<file path="src/sv/hybrid_array_sorter_macros.svh">
// assertion helpers used by the top sorter module
`ifndef HYBRID_ARRAY_SORTER_MACROS_SVH
`define HYBRID_ARRAY_SORTER_MACROS_SVH

// property that must hold at every clock edge outside reset
`define HAS_ASSERT_ALWAYS(label, expr, msg) \
    label: assert property (@(posedge clk) disable iff (!rst_n) (expr)) else $error(msg);

// implication checked in the same cycle, outside reset
`define HAS_ASSERT_IMPLY(label, ante, cons, msg) \
    label: assert property (@(posedge clk) disable iff (!rst_n) (ante) |-> (cons)) \
        else $error(msg);

`endif

</file>
<file path="src/sv/has_pkg.sv">
`timescale 1ns / 1ps

package has_pkg;

    // defaults for the top level parameters
    localparam int MAX_LEN_DEF    = 64;
    localparam int DATA_WIDTH_DEF = 32;

    // width of the value fields on the channels
    localparam int FIELD_W = 32;

    // operation applied to every cell of the chain in the same cycle
    typedef struct packed {
        logic insert;
        logic shift;
    } cell_op_t;

    // sequencer states
    typedef enum logic {
        ST_FILL,
        ST_DRAIN
    } has_state_t;

endpackage

</file>
<file path="src/sv/has_ctrl.sv">
`timescale 1ns / 1ps

module has_ctrl import has_pkg::*; #(
    parameter int MAX_LEN = MAX_LEN_DEF
) (
    input  logic     clk,
    input  logic     rst_n,
    input  logic     in_valid,
    input  logic     in_last,
    output logic     in_ready,
    output logic     out_valid,
    input  logic     out_ready,
    output logic     last_out,
    output logic     overflow,
    output cell_op_t op
);

    localparam int CNT_W = $clog2(MAX_LEN + 1);

    has_state_t       state_reg;
    has_state_t       state_next;
    logic [CNT_W-1:0] count_reg;
    logic [CNT_W-1:0] count_next;
    logic             dropped_reg;
    logic             dropped_next;
    logic             full;

    assign full = (count_reg == CNT_W'(MAX_LEN));

    // state, element count and drop flag
    always_ff @(posedge clk or negedge rst_n)
    begin
        if (!rst_n)
        begin
            state_reg   <= ST_FILL;
            count_reg   <= '0;
            dropped_reg <= 1'b0;
        end
        else
        begin
            state_reg   <= state_next;
            count_reg   <= count_next;
            dropped_reg <= dropped_next;
        end
    end

    // fill takes one element per cycle, drain gives one result per cycle while out_ready is high
    always_comb
    begin
        state_next   = state_reg;
        count_next   = count_reg;
        dropped_next = dropped_reg;
        in_ready     = 1'b0;
        out_valid    = 1'b0;
        op           = '0;
        unique case (state_reg)
            ST_FILL:
            begin
                in_ready = 1'b1;
                if (in_valid)
                begin
                    if (full)
                    begin
                        dropped_next = 1'b1;
                    end
                    else
                    begin
                        op.insert  = 1'b1;
                        count_next = count_reg + CNT_W'(1);
                    end
                    if (in_last)
                    begin
                        state_next = ST_DRAIN;
                    end
                end
            end
            ST_DRAIN:
            begin
                out_valid = 1'b1;
                if (out_ready)
                begin
                    op.shift   = 1'b1;
                    count_next = count_reg - CNT_W'(1);
                    if (count_reg == CNT_W'(1))
                    begin
                        state_next   = ST_FILL;
                        dropped_next = 1'b0;
                    end
                end
            end
            default:
            begin
                state_next = ST_FILL;
            end
        endcase
    end

    assign last_out = (count_reg == CNT_W'(1));
    assign overflow = dropped_reg;

endmodule

</file>
<file path="config.mk">
export PLATFORM = sky130hd
export DESIGN_NAME = has_ctrl
export DESIGN_NICKNAME = d
export VERILOG_FILES = /design/src/sv/hybrid_array_sorter_macros.svh /design/src/sv/has_pkg.sv /design/src/sv/has_ctrl.sv
export SDC_FILE = /design/constraint.sdc
export NUM_CORES = 1
export LEC_CHECK = 0
export ABC_AREA = 1
export BUFFER_PORTS_ARGS = -buffer_cell sky130_fd_sc_hd__clkbuf_2
export CORE_ASPECT_RATIO = 0.9
export CORE_MARGIN = 1.5
export CORE_UTILIZATION = 35
export DETAILED_ROUTE_END_ITERATION = 12
export GPL_TIMING_DRIVEN = 1
export PLACE_DENSITY_LB_ADDON = 0.25
export SLEW_MARGIN = 30
export SYNTH_ARGS = -nofsm -noshare
export SYNTH_HDL_FRONTEND = slang
export SYNTH_SLANG_ARGS = --single-unit
export TNS_END_PERCENT = 20
</file>
<file path="constraint.sdc">
create_clock -name clk -period 3.25 [get_ports clk]
set_input_delay 0.325 -clock clk [delete_from_list [all_inputs] [get_ports clk]]
set_output_delay 0.325 -clock clk [all_outputs]
set_load 0.01 [all_outputs]
</file>
==> results.cfg <==
[critical_path]
reg2reg_to = count_reg[5]
endpoint_kind = primary output
cpMostUsedCell = inv_1
rrSetupSlack_ns = 1.64
cp.buffers_inverters = 3
cp_top_family = flip-flops
crit_chain = inv_1 > ha_1 > inv_1 > nor3_1 > clkbuf_2
arrival_ns = 1.56
path_max_fanout = 7
r2r-start = state_reg
max_stage_delay_ns = 0.45
critical_path.slowest_cell = dfrtp_1
worstPathRequired_ns = 2.92
worstSetupPathType = flop to primary output
start_kind = flop
reg2reg_depth = 7

[sta]
rsz0062_at_grt = false
setup-tns-final_ns = 0
period_needed_ns = 1.88
finalSetupViolations = 0
fmax_mhz = 531
timing.final.crit_share_pct = 57.9
worst_slew_pin_slew_ns = 0.401
finalHoldViolations = 0
skew_ns = 0.00542
slew_headroom_pct = 73.2
slew_viol_final = 0

[routing]
wl_per_cell_um = 10.6
vias_per_cell = 4.74
drc_errors = 0
vias = 707
drt_pass1_iterations = 4
drt_iter0_markers = 31
ant_nets = 0
routed_wl_mm = 1.58

[finish]
final_nets = 134
drive_above_1_share_pct = 16.9
largest_reg_flops = 7
seq_area_um2 = 225
multi_input_area_um2 = 422
fin_area_um2 = 832
antenna_cells = 0
instances_no_fill = 149
syn2layout_area_growth_pct = 9.20
fillers = 227

[global_route]
grt-ovfl-total = 0
grt_pass1_vias = 565
grt_use_met3_pct = 1.91
grtUsageMet2_pct = 21.8
grt_pass1_wl_mm = 2.47
grt_start_max_net_pins = 13
grtUsageMet1_pct = 20.3
grt_use_total_pct = 14.4
antenna_found_initial = 0
grt_busiest_layer = met2

[power]
p_seq_share_pct = 37.6
p_sw_share_pct = 49.7
p_switching_uw = 318
p_total_uw = 640
peakVddDrop_uv = 339
p_int_uw = 322
power_frac_clock_pct = 13.5
power_density_mw_per_mm2 = 769
power.leakage_nw = 0.469
pwr-share-comb_pct = 48.9

[flow_run]
drv_cap = 0

[floorplan]
row_count = 15
fp.dieH_um = 47.3
die_area_mm2 = 0.00247
die_x_um = 52.2
pin_count = 11
core-area_mm2 = 0.00199
initial_core_util_pct = 38.3

[clocking]
cts_num_sinks = 9
clk_pin_slew_ns = 0.06
cts-root-buf = clkbuf_4
htree_levels = 1
clock_tree.buffer_depth = 2
cts_tree = yes
insertion_delay_ns = 0.26
cts-resized-gates = 0
cts_made_buffers = 3

[hold_path]
hold-path-cell-count = 3
hold_path.class = input pin to flop
hold_end = state_reg
hp-start = in_valid

[synth]
synthesis.yosys.warnings = 0
synth.top_cells.by_count = 42 x nand2_1, 17 x inv_1, 10 x nand3_1
synth.largest_area_cell = dfrtp_1
yosys-top-cells-area = dfrtp_1 30%, nand2_1 21%, inv_1 8.4%, ha_1 6.6%, nand3_1 6.6%
ys.flop_type = dfrtp_1
seq_area_frac_synth_pct = 29.6
yosys.area.top_type_share_pct = 29.6
post-synth-top-count-cell = nand2_1
syn_nets = 122
async_flop_share_pct = 100
synth-seq-cells = 9
synth_edf_count = 0
syn_inst = 113
postSynthAreaPerCell_um2 = 6.74
synth_area_um2 = 762
yosysUniqueCellTypes = 19

[placed_design]
gp_congestion = 0.759
placed_cell_area_um2 = 796
dp.cells = 144
port_buffers = 10
post-dp-hpwl_mm = 1.24

[status]
status = completed
-- per-layer routing --
metal / vias up / part of all wire, %
met3: 2 / 2.9
met5: - / 0
li1: 369 / -
met2: 11 / 47
met4: 0 / 0.76
met1: 325 / 50
-- repair_timing --
item                      in CTS  in global routing
hold buffers                   1                  0
hold endpoints to repair       9                  0
setup buffers                  0                  0
-- worst reg2reg max path, cell delays in order (launching register included) --
cell	delay [ns]
dfrtp_1	0.59
clkinv_1	0.34
nor2_1	0.16
nand3_1	0.07
o21ai_0	0.13
nand3_2	0.10
nand2_1	0.07
inv_1	0.03
-- area by class of cell --
type / instances / area share, %
multi-input combinational: 82 / 50.7
sequential: 9 / 27.1
inverter: 18 / 8.12
timing repair buffer: 11 / 7.22
tap: 25 / 3.76
clock buffer: 4 / 3.16
-- through the flow --
step | utilization [%] | setup slack [ns] | hold WS, ns
after floorplan | - | 1.83 | 0.0294
after global placement | 40.0 | 1.67 | 0.200
after detailed placement | 40.0 | 1.65 | 0.201
after global routing | 41.8 | 1.24 | 0.424
after CTS | 41.8 | 1.37 | 0.372
final | 41.8 | 1.37 | 0.371
-- how the worst max path moves through the flow --
stage	to	cells past startpoint	slack (ns)	startpoint
6_report	last_out	5	1.37	count_reg[1]
5_1_grt	last_out	5	1.24	count_reg[1]
4_1_cts	last_out	5	1.37	count_reg[1]
3_5_place_dp	count_reg[5]	7	1.65	state_reg
3_3_place_gp	count_reg[5]	7	1.67	state_reg
2_1_floorplan	last_out	4	1.83	count_reg[1]
-- power by group through the flow --
stage	Combinational [mW]	Sequential, mW	Clock (mW)
global route	0.374	0.250	0.0949
global placement	0.307	0.237	0
floorplan	0.302	0.203	0
finish	0.313	0.241	0.0862
detailed placement	0.313	0.241	0
CTS	0.317	0.239	0.0901
-- cells by family (layout without fill, tap and decap cells) --
| kind of cell | Yosys count | count (layout) | share of synthesized area (%) |
|---|---|---|---|
| buffers and inverters | 22 | 33 | 15.1 |
| AO/OA/AOI/OAI | 8 | 8 | 6.24 |
| AND/OR/NAND/NOR | 68 | 68 | 40.2 |
| flip-flops | 9 | 9 | 29.6 |
| adder cells (fa/ha/maj) | 4 | 4 | 6.57 |
| XOR/XNOR | 2 | 2 | 2.30 |
-- placed cells by master (no fill, tap or decap) --
cell           synthesis  routed
a21oi_1                2       2
clkbuf_1               0       1
clkbuf_2               0      10
clkbuf_4               0       3
clkinv_1               1       1
dfrtp_1                9       9
dlygate4sd3_1          0       1
ha_1                   4       4
inv_1                 17      17
nand2_1               42      42
nand2_2                2       2
nand3_1               10      10
nand3_2                3       3
nand3b_1               1       1
nand4_1                1       1
nor2_1                 7       7
nor2_4                 1       1
nor3_1                 1       1
o21ai_0                4       4
o21ai_2                2       2
xor2_1                 2       2
(Power assumes the default switching activity.)
