===== src/sv/hybrid_array_sorter_macros.svh =====
// assertion helpers used by the top sorter module
`ifndef HYBRID_ARRAY_SORTER_MACROS_SVH
`define HYBRID_ARRAY_SORTER_MACROS_SVH

// property that must hold at every clock edge outside reset
`define HAS_ASSERT_ALWAYS(label, expr, msg) \
    label: assert property (@(posedge clk) disable iff (!rst_n) (expr)) else $error(msg);

// implication checked in the same cycle, outside reset
`define HAS_ASSERT_IMPLY(label, ante, cons, msg) \
    label: assert property (@(posedge clk) disable iff (!rst_n) (ante) |-> (cons)) \
        else $error(msg);

`endif


===== src/sv/has_pkg.sv =====
`timescale 1ns / 1ps

package has_pkg;

    // defaults for the top level parameters
    localparam int MAX_LEN_DEF    = 64;
    localparam int DATA_WIDTH_DEF = 32;

    // width of the value fields on the channels
    localparam int FIELD_W = 32;

    // operation applied to every cell of the chain in the same cycle
    typedef struct packed {
        logic insert;
        logic shift;
    } cell_op_t;

    // sequencer states
    typedef enum logic {
        ST_FILL,
        ST_DRAIN
    } has_state_t;

endpackage


===== src/sv/has_cell.sv =====
`timescale 1ns / 1ps

module has_cell import has_pkg::*; #(
    parameter int DATA_WIDTH = DATA_WIDTH_DEF
) (
    input  logic                         clk,
    input  logic                         rst_n,
    input  cell_op_t                     op,
    input  logic signed [DATA_WIDTH-1:0] new_value,
    input  logic signed [DATA_WIDTH-1:0] prev_value,
    input  logic                         prev_valid,
    input  logic                         prev_gt,
    input  logic signed [DATA_WIDTH-1:0] next_value,
    input  logic                         next_valid,
    output logic signed [DATA_WIDTH-1:0] value,
    output logic                         valid,
    output logic                         gt
);

    logic signed [DATA_WIDTH-1:0] value_reg;
    logic signed [DATA_WIDTH-1:0] value_next;
    logic                         valid_reg;
    logic                         valid_next;

    // empty cells count as larger than anything
    assign gt = !valid_reg || (value_reg > new_value);

    // insert: take the left neighbor, or the new value at the insertion point
    // shift: take the right neighbor toward the output
    always_comb
    begin
        value_next = value_reg;
        valid_next = valid_reg;
        if (op.shift)
        begin
            value_next = next_value;
            valid_next = next_valid;
        end
        else if (op.insert)
        begin
            if (prev_gt)
            begin
                value_next = prev_value;
                valid_next = prev_valid;
            end
            else if (gt)
            begin
                value_next = new_value;
                valid_next = 1'b1;
            end
        end
    end

    // occupancy
    always_ff @(posedge clk or negedge rst_n)
    begin
        if (!rst_n)
        begin
            valid_reg <= 1'b0;
        end
        else
        begin
            valid_reg <= valid_next;
        end
    end

    // stored element
    always_ff @(posedge clk)
    begin
        value_reg <= value_next;
    end

    assign value = value_reg;
    assign valid = valid_reg;

endmodule


===== config.mk =====
export PLATFORM = sky130hd
export DESIGN_NAME = has_cell
export DESIGN_NICKNAME = d
export VERILOG_FILES = /design/src/sv/hybrid_array_sorter_macros.svh /design/src/sv/has_pkg.sv /design/src/sv/has_cell.sv
export SDC_FILE = /design/constraint.sdc
export NUM_CORES = 1
export LEC_CHECK = 0
export BUFFER_PORTS_ARGS = -buffer_cell sky130_fd_sc_hd__buf_4
export CAP_MARGIN = 20
export CORE_MARGIN = 2
export CORE_UTILIZATION = 44
export DETAILED_ROUTE_END_ITERATION = 8
export GPL_ROUTABILITY_DRIVEN = 1
export HOLD_SLACK_MARGIN = 0.1
export PLACE_DENSITY = 0.79
export REMOVE_ABC_BUFFERS = 1
export SLEW_MARGIN = 40
export SYNTH_ARGS = -nofsm -noshare
export SYNTH_HDL_FRONTEND = slang
export SYNTH_SLANG_ARGS = --single-unit

===== constraint.sdc =====
create_clock -name clk -period 10.2 [get_ports clk]
set_clock_uncertainty 0.05 [all_clocks]
set_input_delay 0.51 -clock clk [delete_from_list [all_inputs] [get_ports clk]]
set_output_delay 0.51 -clock clk [all_outputs]
set_load 0.01 [all_outputs]

==> impl_metrics.env, run 1 <==
export IMPL_num_rows=27
export IMPL_rsz0062_at_grt="false"
export IMPL_via_per_inst=5.04
export IMPL_num_antenna_cells=0
export IMPL_die_h_um=80.1
export IMPL_rrSetupSlack_ns=7.32
export IMPL_synth_cell_types=34
export IMPL_grt_usage=0.204
export IMPL_synth_seq_cells=33
export IMPL_clk_pin_slew_ns=0.07
export IMPL_endpoint="value[21]"
export IMPL_core_area_um2=5540
export IMPL_critical_path_endpoint_type="flop"
export IMPL_vdd_ir_drop_max_mv=0.0566
export IMPL_synth_top_area_share=0.377
export IMPL_ctsResizeCount=0
export IMPL_grt_overflow_total=0
export IMPL_fin_crit_ns=2.88
export IMPL_synth_cell_area_um2=2550
export IMPL_startpoint="value[27]"
export IMPL_largest_reg_flops=32
export IMPL_io_pins=137
export IMPL_fin_area_um2=3730
export IMPL_cp_arrival_ns=2.82
export IMPL_grt_max_degree=69
export IMPL_final_cells=472
export IMPL_synth_area_leaders="edfxtp_1 38%, ha_1 16%, mux2i_1 13%"
export IMPL_cpPeakStageDelay_ns=0.52
export IMPL_yosys_area_top_type="edfxtp_1"
export IMPL_hold_violations=0
export IMPL_crit_slowest_cell="nor2_4"
export IMPL_placed_cells=463
export IMPL_fin_nets=534
export IMPL_placement_cell_area_um2=3630
export IMPL_cap_violations=0
export IMPL_yosysWarningCount=0
export IMPL_numPortBuffers=136
export IMPL_crit_fanout=19
export IMPL_cts_setup_buffers=0
export IMPL_cts_sinks=33
export IMPL_numCtsBuffers=5
export IMPL_leakagePower_nw=1.92
export IMPL_drt_initial_drc_count=59
export IMPL_crit_reg2reg_launch="value[27]"
export IMPL_setup_viol=0
export IMPL_drc=0
export IMPL_avgSynthCellArea_um2=9.61
export IMPL_p_per_area_nw_per_um2=111
export IMPL_finalCritPeriodShare=0.282
export IMPL_globalplace_congestion=0.745
export IMPL_crit_chain="ha_1 -> nand4_1 -> nor4_4 -> and2b_1 -> o31a_2 -> a2111oi_1 -> nor2_4 -> buf_8"
export IMPL_status="finished clean"
export IMPL_drv_slew=0
export IMPL_worst_pin_slew_ns=0.689
export IMPL_hold_path_cell_count=3
export IMPL_hpwl_mm=5.10
export IMPL_layout_drive_gt1_share=0.378
export IMPL_grt_first_pass_wirelength_mm=10.3
export IMPL_worst_r2r_endpoint="value[21]"
export IMPL_startpoint_type="flop"
export IMPL_fmaxAchievable_mhz=348
export IMPL_clk_root_buffer_cell="clkbuf_8"
export IMPL_synthCells=265
export IMPL_fin_setup_tns_ns=0
export IMPL_start_util=0.460
export IMPL_num_vias=2377
export IMPL_fp_dieW_um=80.1
export IMPL_grt_pass1_vias=2432
export IMPL_reg2regPathDepth=8
export IMPL_wirelength_mm=6.36
export IMPL_die_area_um2=6410
export IMPL_clock_latency_ns=0.28
export IMPL_synth_seq_area_share=0.387
export IMPL_worstSetupPathType="flop to flop"
export IMPL_h_tree_depth=2
export IMPL_cts_buffer_depth=2
export IMPL_relSlewSlack=0.540
export IMPL_min_path_type="input pin to flop"
export IMPL_final_antenna_net_count=0
export IMPL_area_growth_pct=46.7
export IMPL_grt_antenna_before_repair=0
export IMPL_required_ns=10.14
export IMPL_firstDrtPassIters=4
export IMPL_cts_tree="yes"
export IMPL_drt_wirelength_per_cell_um=13.5
[per-stage QoR]
| stage | hold slack, ns | power [W] | worst slack [ns] | util |
|---|---|---|---|---|
| 2_1_floorplan | 0.164 | 0.000241 | 6.66 | - |
| 3_3_place_gp | 0.235 | 0.000313 | 7.11 | 0.653 |
| 3_5_place_dp | 0.236 | 0.000318 | 7.10 | 0.656 |
| 4_1_cts | 0.382 | 0.000422 | 7.30 | 0.674 |
| 5_1_grt | 0.380 | 0.000443 | 7.14 | 0.674 |
| 6_report | 0.387 | 0.000416 | 7.32 | 0.674 |
[placed cells by master, fill, tap and decap left out, types with 2 or more instances in the layout]
| cell | netlist | layout |
|---|---|---|
| buf_4 | 0 | 136 |
| nand2_1 | 38 | 38 |
| o21ai_0 | 34 | 34 |
| inv_1 | 33 | 33 |
| mux2i_1 | 32 | 32 |
| ha_1 | 32 | 32 |
| edfxtp_1 | 32 | 32 |
| a21oi_1 | 13 | 13 |
| nand4_1 | 7 | 7 |
| clkbuf_8 | 0 | 6 |
| nor2_1 | 5 | 4 |
| nand3_1 | 3 | 3 |
| a2111oi_1 | 2 | 2 |
| a21o_1 | 2 | 2 |
| o22ai_1 | 2 | 2 |
| clkbuf_1 | 8 | 2 |
[final cells by class]
class,count,area [um^2]
fill,466,1810
clock buffer,8,90.1
sequential,33,986
multi-input combinational,188,1400
timing repair buffer,138,1050
inverter,33,124
tap,72,90.1
[cell usage after synthesis]
cell type	n
nand2_1	38
nand4_1	7
o211ai_1	1
ha_1	32
nor2b_4	1
clkbuf_1	8
o21ai_0	34
a21oi_1	13
o211ai_2	1
a2111oi_1	2
nor2_1	5
nand4_2	1
mux2i_1	32
inv_1	33
a21o_1	2
nor4_1	1
o22ai_1	2
a211o_1	1
a221oi_1	1
nor2b_1	1
a21boi_0	1
and2b_1	1
nor4_4	1
nand2_2	1
dfrtp_1	1
nand2b_1	1
o31a_2	1
nand3_1	3
nor3_1	1
buf_2	3
a211oi_1	1
o21ai_1	1
a2bb2oi_2	1
edfxtp_1	32
[how the worst min path moves through the flow]
stage                           from    end  slack [ns]
after floorplan                rst_n  valid        0.16
after global placement         rst_n  valid        0.24
after detailed placement       rst_n  valid        0.24
after CTS                 next_valid  valid        0.38
after global routing      next_valid  valid        0.38
final                     next_valid  valid        0.39
[cell families after synthesis]
group / after synthesis / synth area share
and+or+nand+nor: 62 / 0.120
muxes: 32 / 0.126
DFF: 33 / 0.387
AOI/OAI and AO/OA: 62 / 0.143
buffers and inverters: 44 / 0.0663
adders and majority gates: 32 / 0.157
[worst max-delay path: cells and delay by family, from the launching register on]
kind | cells | cell delay (ns)
adders and majority gates | 1 | 0.34
and+or+nand+nor | 4 | 1.31
DFF | 1 | 0.41
AOI/OAI and AO/OA | 2 | 0.22
buffers and inverters | 1 | 0.25
[per-layer routing]
metal / vias up / part of all wire / global-route usage
li1: 1222 / - / -
met4: 0 / 0.014 / 0.0644
met3: 10 / 0.078 / 0.0584
met1: 1058 / 0.39 / 0.218
met2: 87 / 0.52 / 0.383
met5: - / 0 / 0
[power breakdown]
part	switching, W	internal (W)
clock network	0.0000467	0.0000550
logic	0.0000633	0.0000738
registers	0.00000899	0.000168
total	0.000119	0.000297
[what timing repair did]
item | 4_1_cts | 5_1_grt
endpoints found under the hold margin | 1 | 0
endpoints found under the setup margin | 0 | 0
hold buffers | 1 | 0
No activity file was read; power rests on OpenSTA's default activity.
==> run 2, diff against run 1 <==
--- a/config.mk
+++ b/config.mk
@@ -8,11 +8,11 @@
 export BUFFER_PORTS_ARGS = -buffer_cell sky130_fd_sc_hd__buf_4
 export CAP_MARGIN = 20
 export CORE_MARGIN = 2
-export CORE_UTILIZATION = 44
+export CORE_UTILIZATION = 41
 export DETAILED_ROUTE_END_ITERATION = 8
 export GPL_ROUTABILITY_DRIVEN = 1
 export HOLD_SLACK_MARGIN = 0.1
-export PLACE_DENSITY = 0.79
+export PLACE_DENSITY = 0.77
 export REMOVE_ABC_BUFFERS = 1
 export SLEW_MARGIN = 40
 export SYNTH_ARGS = -nofsm -noshare
==> constraint.sdc (replaced) <==
create_clock -name clk -period 2.6 [get_ports clk]
set_clock_uncertainty 0.05 [all_clocks]
set_input_delay 0.13 -clock clk [delete_from_list [all_inputs] [get_ports clk]]
set_output_delay 0.13 -clock clk [all_outputs]
set_load 0.01 [all_outputs]
==> run 2 against run 1 <==
Critical endpoint is now value[26]. Register-to-register slack lost 7.2 ns. Wire length grew 8.6%. Largest power group unchanged. Hold slack lost 0.29 ns.
==> impl_metrics.env, run 2 (synthesized netlist as in run 1, its figures left out) <==
export IMPL_crit_fanout=17
export IMPL_status="finished clean"
export IMPL_startpoint_type="flop"
export IMPL_grt_overflow_total=0
export IMPL_clock_latency_ns=0.28
export IMPL_finalPower_w=0.00171
export IMPL_drt_initial_drc_count=87
export IMPL_fin_crit_ns=2.48
export IMPL_vdd_ir_drop_max_mv=0.281
export IMPL_final_cell_mix="156 x buf_4, 38 x nand2_1, 34 x o21ai_0"
export IMPL_layout_drive_gt1_share=0.395
export IMPL_drc=0
export IMPL_cts_sinks=33
export IMPL_grt_first_pass_wirelength_mm=11.5
export IMPL_worstSetupPathType="flop to flop"
export IMPL_finalCritPeriodShare=0.954
export IMPL_final_antenna_net_count=0
export IMPL_core_area_um2=5960
export IMPL_num_rows=28
export IMPL_cts_buffer_depth=2
export IMPL_numCtsBuffers=5
export IMPL_fin_setup_tns_ns=0
export IMPL_die_h_um=82.8
export IMPL_globalplace_congestion=0.757
export IMPL_via_per_inst=4.92
export IMPL_rsz0062_at_grt="false"
export IMPL_num_antenna_cells=0
export IMPL_die_area_um2=6860
export IMPL_top_layer="met4"
export IMPL_fp_dieW_um=82.8
export IMPL_clk_root_buffer_cell="clkbuf_8"
export IMPL_grt_pass1_vias=2662
export IMPL_fin_ws_ns=0.119
export IMPL_hold_ws_ns=0.0981
export IMPL_setup_viol=0
export IMPL_fin_nets=574
export IMPL_drv_slew=0
export IMPL_drt_wirelength_per_cell_um=13.4
export IMPL_worst_r2r_endpoint="value[26]"
export IMPL_hold_path_cell_count=3
export IMPL_relSlewSlack=0.638
export IMPL_final_core_util=0.695
export IMPL_place_ws_ns=-0.264
export IMPL_met3WireLength_um=474
export IMPL_required_ns=2.59
export IMPL_cp_arrival_ns=2.47
export IMPL_io_pins=137
export IMPL_rrSetupSlack_ns=0.12
export IMPL_largest_reg_flops=32
export IMPL_wirelength_mm=6.91
export IMPL_grt_max_degree=67
export IMPL_cts_tree="yes"
export IMPL_crit_reg2reg_launch="value[23]"
export IMPL_min_path_type="input pin to flop"
export IMPL_grt_usage=0.200
export IMPL_hpwl_mm=5.39
export IMPL_clk_pin_slew_ns=0.07
export IMPL_num_vias=2535
export IMPL_firstDrtPassIters=4
export IMPL_grt_antenna_before_repair=0
export IMPL_min_to="value[10]"
export IMPL_area_growth_pct=62.5
export IMPL_final_common_cell="buf_4"
export IMPL_routed_wl_met2_mm=3.70
export IMPL_critical_path_endpoint_type="flop"
export IMPL_p_per_area_nw_per_um2=413
export IMPL_leakagePower_nw=2.10
export IMPL_fillers=479
export IMPL_start_util=0.428
export IMPL_numPortBuffers=136
export IMPL_h_tree_depth=2
export IMPL_fmaxAchievable_mhz=403
export IMPL_worst_pin_slew_ns=0.542
export IMPL_reg2regPathDepth=8
export IMPL_hold_violations=0
export IMPL_hold_start="next_value[10]"
export IMPL_cap_violations=0
export IMPL_wl_met1_mm=2.62
-- run 2: changes by cell type in the layout (fill, tap and decap cells not counted) --
cell and change:
a221oi_2 +1, buf_4 +20, a2111oi_1 -1, a2111oi_4 +1, ha_4 +1, a221oi_1 -1
buf_16 +1, buf_8 -1, dlygate4sd3_1 +20, ha_1 -1
-- run 2: critical path, cell delays in order, from the launching register on --
cell and delay [ns]:
edfxtp_1 0.40, ha_1 0.34, a21oi_1 0.16, o21ai_1 0.14, a221oi_2 0.33, o211ai_1 0.23, a2111oi_4 0.31, nor2_4 0.09
buf_16 0.17
-- run 2: worst max-delay path by stage --
stage	from	end	slack (ns)
floorplan	value[31]	value[0]	-0.87
global placement	value[27]	value[21]	-0.15
detailed placement	value[31]	value[26]	-0.26
CTS	value[31]	value[26]	0.01
global route	value[31]	value[26]	0.01
finish	value[23]	value[26]	0.12
-- run 2: final cells by class --
| cell class | instances | area (um^2) | area share |
|---|---|---|---|
| well taps | 75 | 93.8 | 0.0227 |
| clock buffers | 8 | 90.1 | 0.0218 |
| multi-input cells | 188 | 1440 | 0.347 |
| inverters | 33 | 124 | 0.0299 |
| repair buffers | 178 | 1410 | 0.340 |
| flip-flops and latches | 33 | 986 | 0.238 |
-- run 2: what timing repair did --
action / 4_1_cts / 5_1_grt
endpoints found under the hold margin: 21 / 0
hold buffers: 21 / 0
gates cloned: 0 / 0
endpoints found under the setup margin: 32 / 32
gates resized for setup: 3 / 1
pin swaps: 3 / 2
buffers inserted: 3 / 0
-- run 2: per-layer routing --
metal | GRT usage | vias to the layer above
met5 | 0 | -
li1 | - | 1297
met4 | 0.0417 | 0
met2 | 0.386 | 92
met1 | 0.210 | 1136
met3 | 0.0626 | 10
-- run 2: where the power goes --
group,internal (W),switching [W],total (W)
Sequential,0.000658,0.0000345,0.000692
Clock,0.000216,0.000177,0.000392
Combinational,0.000351,0.000274,0.000626
-- run 2: through the flow --
step | area, um^2 | cells
after floorplan | 2500 | 254
after global placement | 3750 | 482
after detailed placement | 3780 | 483
after CTS | 4130 | 515
after global routing | 4140 | 515
final | 4140 | 515
==> run 3, diff against run 2 <==
--- a/config.mk
+++ b/config.mk
@@ -8,11 +8,14 @@
 export BUFFER_PORTS_ARGS = -buffer_cell sky130_fd_sc_hd__buf_4
 export CAP_MARGIN = 20
 export CORE_MARGIN = 2
-export CORE_UTILIZATION = 41
+export CORE_UTILIZATION = 42
+export CTS_BUF_LIST = sky130_fd_sc_hd__clkbuf_8
+export CTS_CLUSTER_SIZE = 8
 export DETAILED_ROUTE_END_ITERATION = 8
 export GPL_ROUTABILITY_DRIVEN = 1
+export GPL_TIMING_DRIVEN = 0
 export HOLD_SLACK_MARGIN = 0.1
-export PLACE_DENSITY = 0.77
+export PLACE_DENSITY = 0.79
 export REMOVE_ABC_BUFFERS = 1
 export SLEW_MARGIN = 40
 export SYNTH_ARGS = -nofsm -noshare
==> run 3 against run 2 <==
Sequential power barely moved. Hold slack improved by 0.0076 ns. Wire length rose by 7.9%. Highest routed layer unchanged. Register-to-register slack got worse by 0.12 ns. Final area rose by 1.6%.
==> impl_metrics.env, run 3 (synthesized netlist as in run 1, its figures left out) <==
export IMPL_wirelength_mm=7.46
export IMPL_required_ns=2.55
export IMPL_start_util=0.433
export IMPL_drv_slew=0
export IMPL_grt_pass1_vias=2508
export IMPL_final_cell_mix="150 x buf_4, 38 x nand2_1, 36 x inv_1"
export IMPL_clock_latency_ns=0.28
export IMPL_crit_slowest_cell="edfxtp_1"
export IMPL_final_common_cell="buf_4"
export IMPL_relSlewSlack=0.608
export IMPL_crit_fanout=13
export IMPL_hold_violations=0
export IMPL_placed_cells=467
export IMPL_path_common_cell="buf_12"
export IMPL_grt_max_degree=69
export IMPL_h_tree_depth=2
export IMPL_critPathBufInv=2
export IMPL_grt_overflow_total=0
export IMPL_finalCritPeriodShare=1.00
export IMPL_area_growth_pct=65.1
export IMPL_numCtsBuffers=5
export IMPL_fin_nets=578
export IMPL_cpPeakStageDelay_ns=0.44
export IMPL_hold_ws_ns=0.106
export IMPL_firstDrtPassIters=4
export IMPL_numPortBuffers=136
export IMPL_globalplace_congestion=0.763
export IMPL_drt_wirelength_per_cell_um=14.4
export IMPL_io_pins=137
export IMPL_fmaxAchievable_mhz=385
export IMPL_placement_cell_area_um2=3650
export IMPL_num_vias=2601
export IMPL_layout_drive_gt1_share=0.381
export IMPL_fillers=451
export IMPL_die_h_um=81.9
export IMPL_fp_dieW_um=81.9
export IMPL_min_path_type="input pin to flop"
export IMPL_crit_chain="ha_4 -> nand4_1 -> nor4_4 -> and2b_1 -> o31a_2 -> a2111oi_4 -> nor2_4 -> buf_12 -> buf_12"
export IMPL_clk_root_buffer_cell="clkbuf_8"
export IMPL_final_antenna_net_count=0
export IMPL_core_area_um2=5890
export IMPL_cts_buffer_depth=2
export IMPL_largest_reg_flops=32
export IMPL_hpwl_mm=5.24
export IMPL_cp_arrival_ns=2.55
export IMPL_fin_area_um2=4200
export IMPL_leakagePower_nw=2.12
export IMPL_cts_sinks=33
export IMPL_fin_setup_tns_ns=0
export IMPL_worst_pin_slew_ns=0.589
export IMPL_path_delay_family="simple AND/OR/NAND/NOR gates"
export IMPL_clk_pin_slew_ns=0.07
export IMPL_cap_violations=0
export IMPL_status="finished clean"
export IMPL_die_area_um2=6700
export IMPL_final_cells=519
export IMPL_cts_tree="yes"
export IMPL_worstSetupPathType="flop to flop"
export IMPL_critical_path_endpoint_type="flop"
export IMPL_drc=0
export IMPL_drt_initial_drc_count=73
export IMPL_vdd_ir_drop_max_mv=0.285
export IMPL_via_per_inst=5.01
export IMPL_num_antenna_cells=0
export IMPL_fin_crit_ns=2.60
export IMPL_rsz0062_at_grt="true"
export IMPL_multi_input_area_um2=1450
export IMPL_setup_viol=0
export IMPL_grt_usage=0.210
export IMPL_layout_area_seq_um2=986
export IMPL_startpoint_type="flop"
export IMPL_grt_first_pass_wirelength_mm=10.8
export IMPL_p_per_area_nw_per_um2=401
export IMPL_grt_antenna_before_repair=0
export IMPL_num_rows=28
## run 3: final cells by class
type	instances	area share
Clock buffer	5	0.0164
Clock inverter	3	0.00268
Inverter	33	0.0295
Multi-Input combinational cell	188	0.346
Sequential cell	33	0.235
Tap cell	75	0.0223
Timing Repair Buffer	182	0.349
## run 3: metal layers
| layer | track usage | up-vias | wire [um] |
|---|---|---|---|
| li1 | - | 1309 | - |
| met1 | 0.222 | 1183 | 2810 |
| met2 | 0.402 | 91 | 4040 |
| met3 | 0.0582 | 18 | 463 |
| met4 | 0.0600 | 0 | 144 |
| met5 | 0 | - | 0 |
## run 3: final timing paths
kind                       cells past startpoint         to  slack, ns          start
max in group asynchronous                      3      valid       1.78          rst_n
setup / recovery                               9  value[31]     0.0008      value[25]
setup reg to reg                               9  value[31]     0.0008      value[25]
hold / removal                                 3   value[9]       0.11  next_value[9]
min in group asynchronous                      3      valid       0.64          rst_n
hold reg to reg                                4  value[18]       1.01          valid
## run 3: metrics by stage
stage               total power [W]  setup WS, ns   util
finish                      0.00168      0.000828  0.714
global route                0.00179        -0.121  0.714
CTS                         0.00166        0.0230  0.688
detailed placement          0.00125        -0.219  0.621
global placement            0.00123         -1.71  0.614
floorplan                  0.000944        -0.871      -
## run 3: power by group
group | total, W | internal, W | switching [W] | leakage [nW]
clock | 0.000360 | 0.000178 | 0.000182 | 0.0519
combinational | 0.000630 | 0.000354 | 0.000276 | 1.73
sequential | 0.000695 | 0.000658 | 0.0000366 | 0.342
## run 3: repair_timing
| action | in CTS | in global routing |
|---|---|---|
| setup endpoints to repair | 24 | 13 |
| hold buffers | 29 | 1 |
| endpoints found under the hold margin | 28 | 1 |
| pin swaps | 2 | 5 |
| gates resized for setup | 2 | 5 |
| setup buffers | 1 | 13 |
## run 3: worst min-delay path: stages
cell     delay (ns)
buf_4          0.07
nand2_1        0.05
o21ai_0        0.07
